[config.mk]
export PLATFORM = sky130hd
export DESIGN_NAME = kad_ctrl
export DESIGN_NICKNAME = d
export VERILOG_FILES = /design/src/rtl/core/kad_pkg.sv /design/src/rtl/core/kad_ctrl.sv
export SDC_FILE = /design/constraint.sdc
export NUM_CORES = 1
export LEC_CHECK = 0
export ABC_CLOCK_PERIOD_IN_PS = 2800
export BUFFER_PORTS_ARGS = -buffer_cell sky130_fd_sc_hd__buf_2
export CAP_MARGIN = 30
export CORE_ASPECT_RATIO = 1.4
export CORE_MARGIN = 2
export CORE_UTILIZATION = 40
export DETAILED_ROUTE_END_ITERATION = 6
export MAX_ROUTING_LAYER = met4
export SYNTH_ARGS = -nofsm -noshare
export SYNTH_HDL_FRONTEND = slang
export SYNTH_SLANG_ARGS = --single-unit
[constraint.sdc]
create_clock -name clock -period 2.8 [get_ports clock]
set_input_delay 0.14 -clock clock [delete_from_list [all_inputs] [get_ports clock]]
set_output_delay 0.14 -clock clock [all_outputs]
set_load 0.005 [all_outputs]
[src/rtl/core/kad_pkg.sv]
// Shared types, constants and helpers for the keyed arithmetic decoder.
package kad_pkg;

   localparam int MAX_SPECIES       = 256;
   localparam int COUNT_WIDTH       = 24;
   localparam int MAX_INTERVAL_BITS = 26;
   localparam int BUF_CAP           = MAX_INTERVAL_BITS + 8;

   localparam int TOT_W  = 24;
   localparam int BITS_W = 5;
   localparam int IDX_W  = $clog2(MAX_SPECIES);
   localparam int N_W    = IDX_W + 1;
   localparam int VW     = MAX_INTERVAL_BITS + 1;
   localparam int FILL_W = $clog2(BUF_CAP + 1);
   localparam int BPOS_W = $clog2(BUF_CAP);
   localparam int PROD_W = VW + TOT_W;
   localparam int CNT_W  = $clog2(VW);

   localparam logic [1:0] OP_LOAD = 2'd0;
   localparam logic [1:0] OP_PUSH = 2'd1;

   localparam logic [1:0] CSR_TOTAL   = 2'd0;
   localparam logic [1:0] CSR_SPECIES = 2'd1;
   localparam logic [1:0] CSR_BITS    = 2'd2;

   typedef enum logic [2:0] {
      ST_OK       = 3'd0,
      ST_LOADED   = 3'd1,
      ST_TAKEN    = 3'd2,
      ST_FULL     = 3'd3,
      ST_NEED     = 3'd4,
      ST_NOMATCH  = 3'd5,
      ST_MISMATCH = 3'd6,
      ST_HALT     = 3'd7
   } status_type;

   typedef enum logic [3:0] {
      A_NOP, A_LOAD, A_PUSH, A_BEGIN, A_PASS_INIT, A_MUL, A_DIV_LOAD,
      A_DIV_STEP, A_EVAL, A_COMMIT, A_SYM, A_SCALE
   } action_type;

   typedef enum logic [1:0] {
      SC_DONE, SC_STEP, SC_FAIL
   } scale_type;

   typedef struct packed {
      logic [1:0]  op;
      logic [7:0]  entry_index;
      logic [7:0]  entry_symbol;
      logic [23:0] entry_count;
      logic [7:0]  data_byte;
   } req_type;

   typedef struct packed {
      logic [7:0]  symbol;
      status_type  status;
      logic [23:0] remaining;
   } rsp_type;

   typedef struct packed {
      action_type       action;
      logic [IDX_W-1:0] index;
      logic             pass2;
      logic             respond;
      status_type       code;
      logic             use_sym;
      logic             halt;
   } cmd_type;

   typedef struct packed {
      logic           halted;
      logic           left_zero;
      logic           short_bits;
      logic           buf_full;
      logic           range_bad;
      logic [N_W-1:0] n;
      logic           hit_one;
      scale_type      scale;
   } stat_type;

   function automatic logic [BITS_W-1:0] eff_bits(input logic [BITS_W-1:0] b);
      logic [BITS_W-1:0] r;
      r = b;
      if (r < BITS_W'(2)) r = BITS_W'(2);
      if (r > BITS_W'(MAX_INTERVAL_BITS)) r = BITS_W'(MAX_INTERVAL_BITS);
      return r;
   endfunction

endpackage

[src/rtl/core/kad_ctrl.sv]
// Decoder sequencer: op dispatch, two table passes, divider count, rescale.
module kad_ctrl (
   input  logic              clock,
   input  logic              reset,
   input  logic              start,
   input  logic [1:0]        op,
   input  kad_pkg::stat_type stat,
   output kad_pkg::cmd_type  cmd,
   output logic              busy
);
   import kad_pkg::*;

   typedef enum logic [9:0] {
      S_IDLE  = 10'b0000000001,
      S_CHECK = 10'b0000000010,
      S_FETCH = 10'b0000000100,
      S_MUL   = 10'b0000001000,
      S_DLOAD = 10'b0000010000,
      S_DIV   = 10'b0000100000,
      S_EVAL  = 10'b0001000000,
      S_PASS2 = 10'b0010000000,
      S_PICK  = 10'b0100000000,
      S_SCALE = 10'b1000000000
   } state_type;

   state_type         state_ff, state_in;
   logic [N_W-1:0]    idx_ff, idx_in;
   logic              pass2_ff, pass2_in;
   logic [CNT_W-1:0]  cnt_ff, cnt_in;
   logic              sym_wait_ff, sym_wait_in;

   always_comb begin
      state_in    = state_ff;
      idx_in      = idx_ff;
      pass2_in    = pass2_ff;
      cnt_in      = cnt_ff;
      sym_wait_in = 1'b0;
      cmd         = '0;
      cmd.index   = idx_ff[IDX_W-1:0];
      cmd.pass2   = pass2_ff;

      case (state_ff)
         S_IDLE: begin
            if (start) begin
               cmd.respond = 1'b1;
               if (op == OP_LOAD) begin
                  cmd.action = A_LOAD;
                  cmd.code   = ST_LOADED;
               end else if (stat.halted) begin
                  cmd.code = ST_HALT;
               end else if (op == OP_PUSH) begin
                  if (stat.buf_full) begin
                     cmd.code = ST_FULL;
                  end else begin
                     cmd.action = A_PUSH;
                     cmd.code   = ST_TAKEN;
                  end
               end else if (stat.left_zero) begin
                  cmd.code = ST_HALT;
               end else if (stat.short_bits) begin
                  cmd.code = ST_NEED;
               end else begin
                  cmd.respond = 1'b0;
                  cmd.action  = A_BEGIN;
                  state_in    = S_CHECK;
               end
            end
         end
         S_CHECK: begin
            idx_in   = '0;
            pass2_in = 1'b0;
            if (stat.range_bad) begin
               cmd.halt    = 1'b1;
               cmd.respond = 1'b1;
               cmd.code    = ST_MISMATCH;
               state_in    = S_IDLE;
            end else if (stat.n == '0) begin
               cmd.halt    = 1'b1;
               cmd.respond = 1'b1;
               cmd.code    = ST_NOMATCH;
               state_in    = S_IDLE;
            end else begin
               state_in = S_FETCH;
            end
         end
         S_FETCH: state_in = S_MUL;
         S_MUL: begin
            cmd.action = A_MUL;
            state_in   = S_DLOAD;
         end
         S_DLOAD: begin
            cmd.action = A_DIV_LOAD;
            cnt_in     = '0;
            state_in   = S_DIV;
         end
         S_DIV: begin
            cmd.action = A_DIV_STEP;
            cnt_in     = cnt_ff + CNT_W'(1);
            if (cnt_ff == CNT_W'(VW - 1)) state_in = S_EVAL;
         end
         S_EVAL: begin
            cmd.action = A_EVAL;
            if (idx_ff + N_W'(1) < stat.n) begin
               idx_in   = idx_ff + N_W'(1);
               state_in = S_FETCH;
            end else if (!pass2_ff) begin
               state_in = S_PASS2;
            end else begin
               state_in = S_PICK;
            end
         end
         S_PASS2: begin
            cmd.action = A_PASS_INIT;
            idx_in     = '0;
            pass2_in   = 1'b1;
            state_in   = S_FETCH;
         end
         S_PICK: begin
            if (!stat.hit_one) begin
               cmd.halt    = 1'b1;
               cmd.respond = 1'b1;
               cmd.code    = ST_NOMATCH;
               state_in    = S_IDLE;
            end else begin
               cmd.action  = A_COMMIT;
               sym_wait_in = 1'b1;
               state_in    = S_SCALE;
            end
         end
         S_SCALE: begin
            if (sym_wait_ff) begin
               // symbol read from the table lands this cycle
               cmd.action = A_SYM;
            end else begin
               cmd.action = A_SCALE;
               case (stat.scale)
                  SC_DONE: begin
                     cmd.respond = 1'b1;
                     cmd.use_sym = 1'b1;
                     cmd.code    = ST_OK;
                     state_in    = S_IDLE;
                  end
                  SC_FAIL: begin
                     cmd.halt    = 1'b1;
                     cmd.respond = 1'b1;
                     cmd.use_sym = 1'b1;
                     cmd.code    = ST_MISMATCH;
                     state_in    = S_IDLE;
                  end
                  default: begin
                  end
               endcase
            end
         end
         default: state_in = S_IDLE;
      endcase
   end

   always_ff @(posedge clock) begin
      if (reset) begin
         state_ff    <= S_IDLE;
         idx_ff      <= '0;
         pass2_ff    <= 1'b0;
         cnt_ff      <= '0;
         sym_wait_ff <= 1'b0;
      end else begin
         state_ff    <= state_in;
         idx_ff      <= idx_in;
         pass2_ff    <= pass2_in;
         cnt_ff      <= cnt_in;
         sym_wait_ff <= sym_wait_in;
      end
   end

   assign busy = state_ff != S_IDLE;

endmodule

==> results, run 1 <==
- The top fanout value on the critical path is 5.
- The required time of the critical path is 2970 ps.
- Measured against its own limit, the worst slew margin works out to 63.5%.
- The die extent in x is 62.6 um.
- The hold violation total from the final report is 0.
- Once the floorplan was initialized, standard cells occupied 42.0% of the core.
- The number of global-route vias before repair came to 1759.
- The achievable frequency is 372 MHz.
- At the worst endpoint, the arrival time is 2860 ps.
- Among all flip-flop cells after synthesis, the most frequent one is sky130_fd_sc_hd__dfxtp_1.
- Yosys mapped a number of flops with a built-in enable equal to 0.
- After global routing the overflow that remains totals 0.
- The clock reaches the later pin of the worst-skew pair after 270 ps.
- For the final routed database, the setup TNS stands at 0 ps.
- The cell at the root of the clock tree is sky130_fd_sc_hd__clkbuf_8.
- Setup violations remaining at the end of the flow were counted as 0.
- The count of unique library cells instantiated by Yosys is 48.
- STA classifies the critical path startpoint as a register.
- The synthesized netlist occupies a cell area of 1920 um^2.
- Clock tree synthesis inserted a total of 3 buffers.
- Clock-pin slew was measured on the worst setup and hold paths at 90 ps.
- The violation count after the first detailed-routing iteration is 93.
- The DRC violation count after routing is 0.
- After technology mapping, the gate count stands at 238.
- The worst path needs 2690 ps of the cycle, external delays included.
- The maximum number of buffers from clock root to sink is 2.
- The routed design has 4630 um of wire.
- The static power due to leakage is 1.05 nW.
- The run finished with clean final reports.
- The clock skew is 4.20 ps.
- The die covers 5380 um^2.
- The sequential cell area fraction in the yosys report is 27.1%.
- The detailed-router iteration count before antenna repair is 4.
- The floorplan row count is 29.
- The source of the worst register-to-register timing path is idx_ff[0].
- The worst setup path category is register to register.
- Dividing the detail-routed via count by the number of cells gives 5.38.
- Each instance of the synthesized netlist takes up on average 8.07 um^2.
- In this design, the stage delay of the slowest critical-path cell is 380 ps.
- Routability-driven placement finished with a final weighted congestion of 0.801.
- Entering global routing, the biggest net connects 17 pins.
- At the end of the flow the core is filled with cells to 49.8%.
- The signal on the critical path passes through ha_2 > nand3_4 > or3_4 > nand2_1 > ha_1 > a211oi_2 > nor2_1 > or3_1 > o21a_1 > buf_4 > mux2_4.
- The type of destination of the critical path is a register.
- The launch instance of the worst min-delay path is stat[2].
- The post-layout net count is 311.
- The slowest stage of the critical path is the sky130_fd_sc_hd__or3_4 cell.
- The proportion of netlist area held by the largest area contributor is 27.1%.
- The measured slew at the worst slew-check pin is 542 ps.
- The first global-routing pass estimated 7900 um of wire.
- The region available for standard cell placement spans 4570 um^2.
- The initial antenna violation count is 0.
- By area the synthesized netlist is led by sky130_fd_sc_hd__dfxtp_1 (27%), sky130_fd_sc_hd__ha_1 (7.2%), sky130_fd_sc_hd__nand2_1 (3.9%).
- Dividing the detail-routed wire length by the instance count gives 13.7 um.
- The clock net sink count is 26.
- TritonCTS built the clock tree.
- The synthesis-to-finish area growth is 18.4%.
- 0 antenna diodes ended up in the layout.
- The worst-case IR drop observed on VDD is 0.000217 V.
- The count of pins over their slew limit is 0.
- The worst path uses 96.1% of the clock period.
- The filler cell count is 486.
- The proportion of register bits with asynchronous set or reset after synthesis is 0%.
- The worst hold slack across all endpoints is 197 ps.
- The power density relative to cell area is 388 nW/um^2.
- The start point of the critical path is idx_ff[0].
- The count of maximum capacitance violations is 0.
- The I/O pin total is 42.
- The number of vias in the routed layout is 1824.
- The gate family responsible for the most delay along the worst path is simple AND/OR/NAND/NOR gates.
- In this run the tool buffered the top-level ports with 41 buffer cells.
- The die is 86.0 um tall.
- After clock tree synthesis, the flow added hold-fix buffers numbering 0.
- Global routing used 18.6% of the available tracks.
- In this run the number of H-tree levels came out at 1.
- The net count after synthesis is 271.
- The cell taking the most area after synthesis is sky130_fd_sc_hd__dfxtp_1.
- The number of buffers and inverters on the critical path is 1.
- The tightest min-delay check is of the input port to register type.
- The fraction of layout cells with a size suffix above 1 is 28.2%.
- Yosys printed 0 warnings.
- Detailed placement ended at an HPWL of 3600 um.
- The synthesized design contains 26 register bits.
- The post-route antenna net violation count is 0.
sequential cells by signal (all words and copies together), names as in the netlist:
| signal | cells |
|---|---|
| cnt_ff | 5 |
| pass2_ff | 1 |
| idx_ff | 9 |
| sym_wait_ff | 1 |
| state_ff | 10 |
tightest hold or removal path, delay by kind of cell:
family                 cells  cell delay (ps)
and+or+nand+nor            2              170
buffers and inverters      1              120
cells by family (layout without fill, tap and decap cells):
group	Yosys count	count (layout)	share of synthesized area (%)
flip-flops	26	26	27.1
adder cells (fa/ha/maj)	11	11	7.16
AND/OR/NAND/NOR	101	101	31.3
multiplexers	1	1	0.781
AO/OA/AOI/OAI	63	63	22.3
XOR/XNOR	5	5	2.28
buffers and inverters	31	70	9.05
synthesized netlist by cell type, types with 2 or more instances:
cell type	instances
sky130_fd_sc_hd__o21ai_0	12
sky130_fd_sc_hd__clkbuf_1	4
sky130_fd_sc_hd__ha_1	11
sky130_fd_sc_hd__nor4_4	3
sky130_fd_sc_hd__nand2b_1	3
sky130_fd_sc_hd__nand4b_1	5
sky130_fd_sc_hd__nand3_1	10
sky130_fd_sc_hd__a21oi_1	11
sky130_fd_sc_hd__a22o_1	4
sky130_fd_sc_hd__buf_4	9
sky130_fd_sc_hd__a21o_1	5
sky130_fd_sc_hd__o21a_1	6
sky130_fd_sc_hd__o31a_1	2
sky130_fd_sc_hd__or3_1	5
sky130_fd_sc_hd__or2_2	3
sky130_fd_sc_hd__dfxtp_1	26
sky130_fd_sc_hd__and3_1	4
sky130_fd_sc_hd__inv_1	14
sky130_fd_sc_hd__o311ai_0	2
sky130_fd_sc_hd__a31oi_1	2
sky130_fd_sc_hd__buf_6	3
sky130_fd_sc_hd__nand2_1	20
sky130_fd_sc_hd__a211oi_1	6
sky130_fd_sc_hd__nor4_1	7
sky130_fd_sc_hd__o22ai_1	4
sky130_fd_sc_hd__and2_1	2
sky130_fd_sc_hd__nor2_1	20
sky130_fd_sc_hd__xor2_1	4
sky130_fd_sc_hd__nand4b_2	2
sky130_fd_sc_hd__nand4_1	5
sky130_fd_sc_hd__o221ai_1	2
sky130_fd_sc_hd__nor2b_1	3
sky130_fd_sc_hd__nor3_1	4
through the flow:
stage | cell area (um^2) | std cells | total power [W] | setup slack (ps)
finish | 2280 | 339 | 0.000884 | 108
global route | 2280 | 339 | 0.000942 | -22.9
CTS | 2210 | 336 | 0.000897 | 40.1
detailed placement | 2140 | 332 | 0.000583 | 53.3
global placement | 2140 | 332 | 0.000582 | 100
floorplan | 1920 | 238 | 0.000516 | 182
timing repair:
action	in CTS	in global routing
buffers inserted	0	3
endpoints found under the setup margin	0	12
gates resized for setup	0	11
path summary, 6_finish.rpt:
check	end	slack [ps]	cells past startpoint
max reg2reg	idx_ff[0]	110	11
max	idx_ff[0]	110	11
min	sym_wait_ff	200	3
min reg2reg	cnt_ff[4]	510	2
power breakdown:
part / leakage (nW) / internal [W] / switching (W)
combinational: 0.808 / 0.0000833 / 0.0000950
clock: 0.0357 / 0.000191 / 0.000119
sequential: 0.211 / 0.000379 / 0.0000158
routing by layer:
metal  up-vias  GRT usage, %  share of wire, %
met2        22          33.8                52
met1       839          20.4                43
li1        957             -                 -
met4         0          7.68               1.9
met3         6          2.49               2.5
met5         -             -                 0
cells in the final DEF (no fill, tap or decap), types with 7 or more instances in the layout:
master                     n
sky130_fd_sc_hd__o21ai_0  12
sky130_fd_sc_hd__ha_1     10
sky130_fd_sc_hd__buf_2    41
sky130_fd_sc_hd__nand3_1   8
sky130_fd_sc_hd__buf_4    11
sky130_fd_sc_hd__inv_1    14
sky130_fd_sc_hd__a21oi_1  11
sky130_fd_sc_hd__nor4_1    7
sky130_fd_sc_hd__dfxtp_1  23
sky130_fd_sc_hd__nand2_1  20
sky130_fd_sc_hd__nor2_1   18
cell type report:
cell class,instances,area (um^2),share of cell area (%)
Clock buffer,3,41.3,1.81
Clock inverter,1,30.0,1.32
Inverter,14,52.6,2.31
Multi-Input combinational cell,181,1260,55.5
Sequential cell,26,524,23.0
Tap cell,62,77.6,3.41
Timing Repair Buffer,52,288,12.6
(Power assumes the default switching activity.)
==> run 2, diff against run 1 <==
CELL_PAD_IN_SITES_DETAIL_PLACEMENT = 1   (was default)
CELL_PAD_IN_SITES_GLOBAL_PLACEMENT = 1   (was default)
CORE_MARGIN = 1.5   (was 2)
CORE_UTILIZATION = 36   (was 40)
PLACE_DENSITY_LB_ADDON = 0.1   (was default)
==> run 2 against run 1 <==
Compared with the run above:
- sequential share of layout area down 0.19 points
- non-clock buffer count did not move
- clock power up 2%
- hold slack improved by 2.1 ps
- clock-buffer cell count stayed put
- worst setup slack better by 25 ps
- core utilization fell by 5.5 points
- fmax up 0.94%
- highest routed layer unchanged
==> results, run 2 (synthesized netlist as in run 1, its figures left out) <==
- The worst setup path is of the register to register kind.
- The initial cell density of the core came to 37.3% (-4.8 points).
- The worst slew slack as a fraction of its limit is 63.9% (+0.33 points).
- The global-route wire length before repair is 8830 um (+12%).
- The cell at the root of the clock tree is sky130_fd_sc_hd__clkbuf_8.
- The number of global-route vias before repair is 1863 (+5.9%).
- The die extent in x is 64.8 um (+3.5%).
- The maximum number of buffers from clock root to sink is 2 (unchanged).
- Counting flops per register, the top entry is state_ff.
- The post-route clock period utilization is 95.2% (-0.90 points).
- The pin count of the biggest net entering global routing was 17 (unchanged).
- The number of levels in the clock H-tree is 1 (unchanged).
- The detailed-route vias per instance came to 5.58 (+3.7%).
- The sum of net half-perimeters after detailed placement was 4340 um (+21%).
- The overall global routing resource usage is 20.1% (+1.4 points).
- The clock net sink count came to 26 (unchanged).
- The top fanout value on the critical path came to 9 (+4).
- The total instance count after detailed placement is 338 (+1.8%).
- The post-route antenna net violation count was 0 (unchanged).
- The static power due to leakage is 1.05 nW (-0.28%).
- The type of destination of the critical path is a register.
- The synthesis-to-finish area growth is 18.8%.
- The post-layout net count came to 311 (unchanged).
- The violation count after the first detailed-routing iteration is 60 (-35%).
- The signal arrival time at the worst endpoint is 2840 ps (-20 ps).
- The setup slack after placement is -23.8 ps (-77.2 ps).
- In this run the critical register-to-register path is launched from idx_ff[0].
- The final critical delay including setup and external delays came to 2670 ps (-25.1 ps).
- The achievable frequency is 375 MHz (+0.94%).
- The initial antenna violation count is 0 (unchanged).
- The flow ran to the end, and the final reports show no timing, DRC or antenna violations.
- The register-to-register setup slack is 130 ps (+30 ps).
- The core box area is 5160 um^2 (+13%).
- The floorplan row count came to 31 (+6.9%).
- The clock-pin slew on the worst setup and hold paths is 100 ps (about the same).
- The detailed-route wire length came to 5400 um (+17%).
- The area taken by flip-flops and latches is 522 um^2 (-0.48%).
- The die area is 5790 um^2 (+7.6%).
- The diode insertion count for antenna repair came to 0 (unchanged).
- The clock skew is 8.10 ps (+3.90 ps).
- The DRC violation count after routing is 0 (unchanged).
- The fraction of layout cells with a size suffix above 1 is 27.4% (-0.72 points).
- The total grt overflow is 0 (unchanged).
- The flip-flop count of the largest register, all copies and words added is 10 (unchanged).
- The number of vias in the routed layout is 1914 (+4.9%).
- The number of buffer cells added on primary ports is 41 (unchanged).
- The count of cells along the worst register-to-register path is 10 (-1).
- The final worst setup slack was 134 ps (+25.1 ps).
- The hold violation total from the final report is 0 (unchanged).
- TritonCTS built the clock tree.
- The tightest min-delay check is of the input port to register type.
- The most critical setup path has its startpoint at idx_ff[0].
- The worst voltage drop across the vdd grid is 0.000195 V (-10%).
- The critical path ends at idx_ff[0].
- The latest clock arrival within the worst-skew pair was 280 ps (about the same).
- The count of non-filler cells in the finished layout is 343 (+1.2%).
- The number of hold buffers added after cts was 0 (unchanged).
- The measured slew at the worst slew-check pin is 537 ps (-4.88 ps).
- The worst flop-to-flop path endpoint is idx_ff[0].
- The detailed-router iteration count before antenna repair was 4 (unchanged).
- The filler cell count is 666 (+37%).
- The power density relative to cell area came to 395 nW/um^2 (+1.7%).
- The largest registers in the layout are state_ff x10, idx_ff x9, cnt_ff x5.
- The average wire length per cell after detail routing came to 15.7 um (+15%).
- The routability congestion estimate was 0.819 (+2.3%).
- The most common library cell in the layout ignoring fill and taps is sky130_fd_sc_hd__buf_2.
- The I/O pin total came to 42 (unchanged).
- The die boundary height is 89.5 um (+4.0%).
- The number of buffers created by CTS is 3 (unchanged).
- The kind of launch point of the worst setup path is a register.
- The count of endpoints failing setup in the final report is 0 (unchanged).
- The area occupied by multi-input gates is 1270 um^2 (+0.40%).
- The required time of the critical path is 2970 ps (about the same).
- The count of maximum capacitance violations came to 0 (unchanged).
- In the layout the commonest cells are sky130_fd_sc_hd__buf_2 (41), sky130_fd_sc_hd__dfxtp_1 (25), sky130_fd_sc_hd__nand2_1 (20), sky130_fd_sc_hd__nor2_1 (20), sky130_fd_sc_hd__inv_1 (14).
- The count of pins over their slew limit is 0 (unchanged).
==> run 2: cell types whose count changed in the layout (fill, tap and decap cells not counted), moves of 2 or more <==
cell / previous run / this run
sky130_fd_sc_hd__dfxtp_1: 23 / 25
sky130_fd_sc_hd__dfxtp_2: 3 / 1
sky130_fd_sc_hd__nor2_1: 18 / 20
sky130_fd_sc_hd__nor2_2: 3 / 0
==> run 2: critical path, stage by stage (launching register included) <==
cell and delay (ps):
sky130_fd_sc_hd__dfxtp_1 360, sky130_fd_sc_hd__ha_2 210, sky130_fd_sc_hd__nand3_2 110, sky130_fd_sc_hd__or3_4 390, sky130_fd_sc_hd__nand2_1 80, sky130_fd_sc_hd__ha_1 240
sky130_fd_sc_hd__a211oi_2 180, sky130_fd_sc_hd__nor2_1 90, sky130_fd_sc_hd__or3_1 370, sky130_fd_sc_hd__o21a_4 260, sky130_fd_sc_hd__mux2_4 260
==> run 2: worst min path at each step <==
stage                  end  startpoint  depth (start not counted)
6_report       sym_wait_ff     stat[2]                          3
5_1_grt           pass2_ff       reset                          2
4_1_cts        sym_wait_ff     stat[2]                          3
3_5_place_dp     idx_ff[8]   idx_ff[8]                          1
3_3_place_gp   sym_wait_ff     stat[2]                          3
2_1_floorplan  state_ff[5]       reset                          1
==> run 2: layout make-up <==
class | count | share of cell area, %
Multi-Input combinational cell | 181 | 55.5
Sequential cell | 26 | 22.8
Timing Repair Buffer | 52 | 12.6
Tap cell | 66 | 3.62
Inverter | 14 | 2.30
Clock buffer | 3 | 1.81
Clock inverter | 1 | 1.32
==> run 2: where the power goes <==
part           leakage, nW  switching, W  internal, W
registers            0.210     0.0000160     0.000379
clock network       0.0357      0.000126     0.000192
logic                0.806      0.000103    0.0000865
total                 1.05      0.000245     0.000657
==> run 2: metal layers <==
| metal | vias up | wire length (um) | track usage [%] |
|---|---|---|---|
| met5 | - | 0 | - |
| met4 | 0 | 136 | 7.16 |
| met3 | 10 | 151 | 1.89 |
| met2 | 42 | 2930 | 38.2 |
| met1 | 908 | 2180 | 21.4 |
| li1 | 954 | - | - |
==> run 2: through the flow <==
step | total power (W) | cell area [um^2] | TNS, ps | utilization (%) | hold WS, ps
finish | 0.000902 | 2280 | 0 | 44.3 | 200
global placement | 0.000591 | 2160 | -13.9 | 41.9 | 492
CTS | 0.000919 | 2240 | 0 | 43.4 | 185
global route | 0.000951 | 2280 | -4.93 | 44.3 | 230
floorplan | 0.000516 | 1920 | 0 | - | 218
detailed placement | 0.000594 | 2160 | -23.8 | 41.9 | 495
==> run 2: repair_timing <==
action	CTS	global route
gates resized for setup	2	9
endpoints found under the hold margin	0	0
pin swaps	0	1
setup buffers	0	1
setup endpoints to repair	5	11
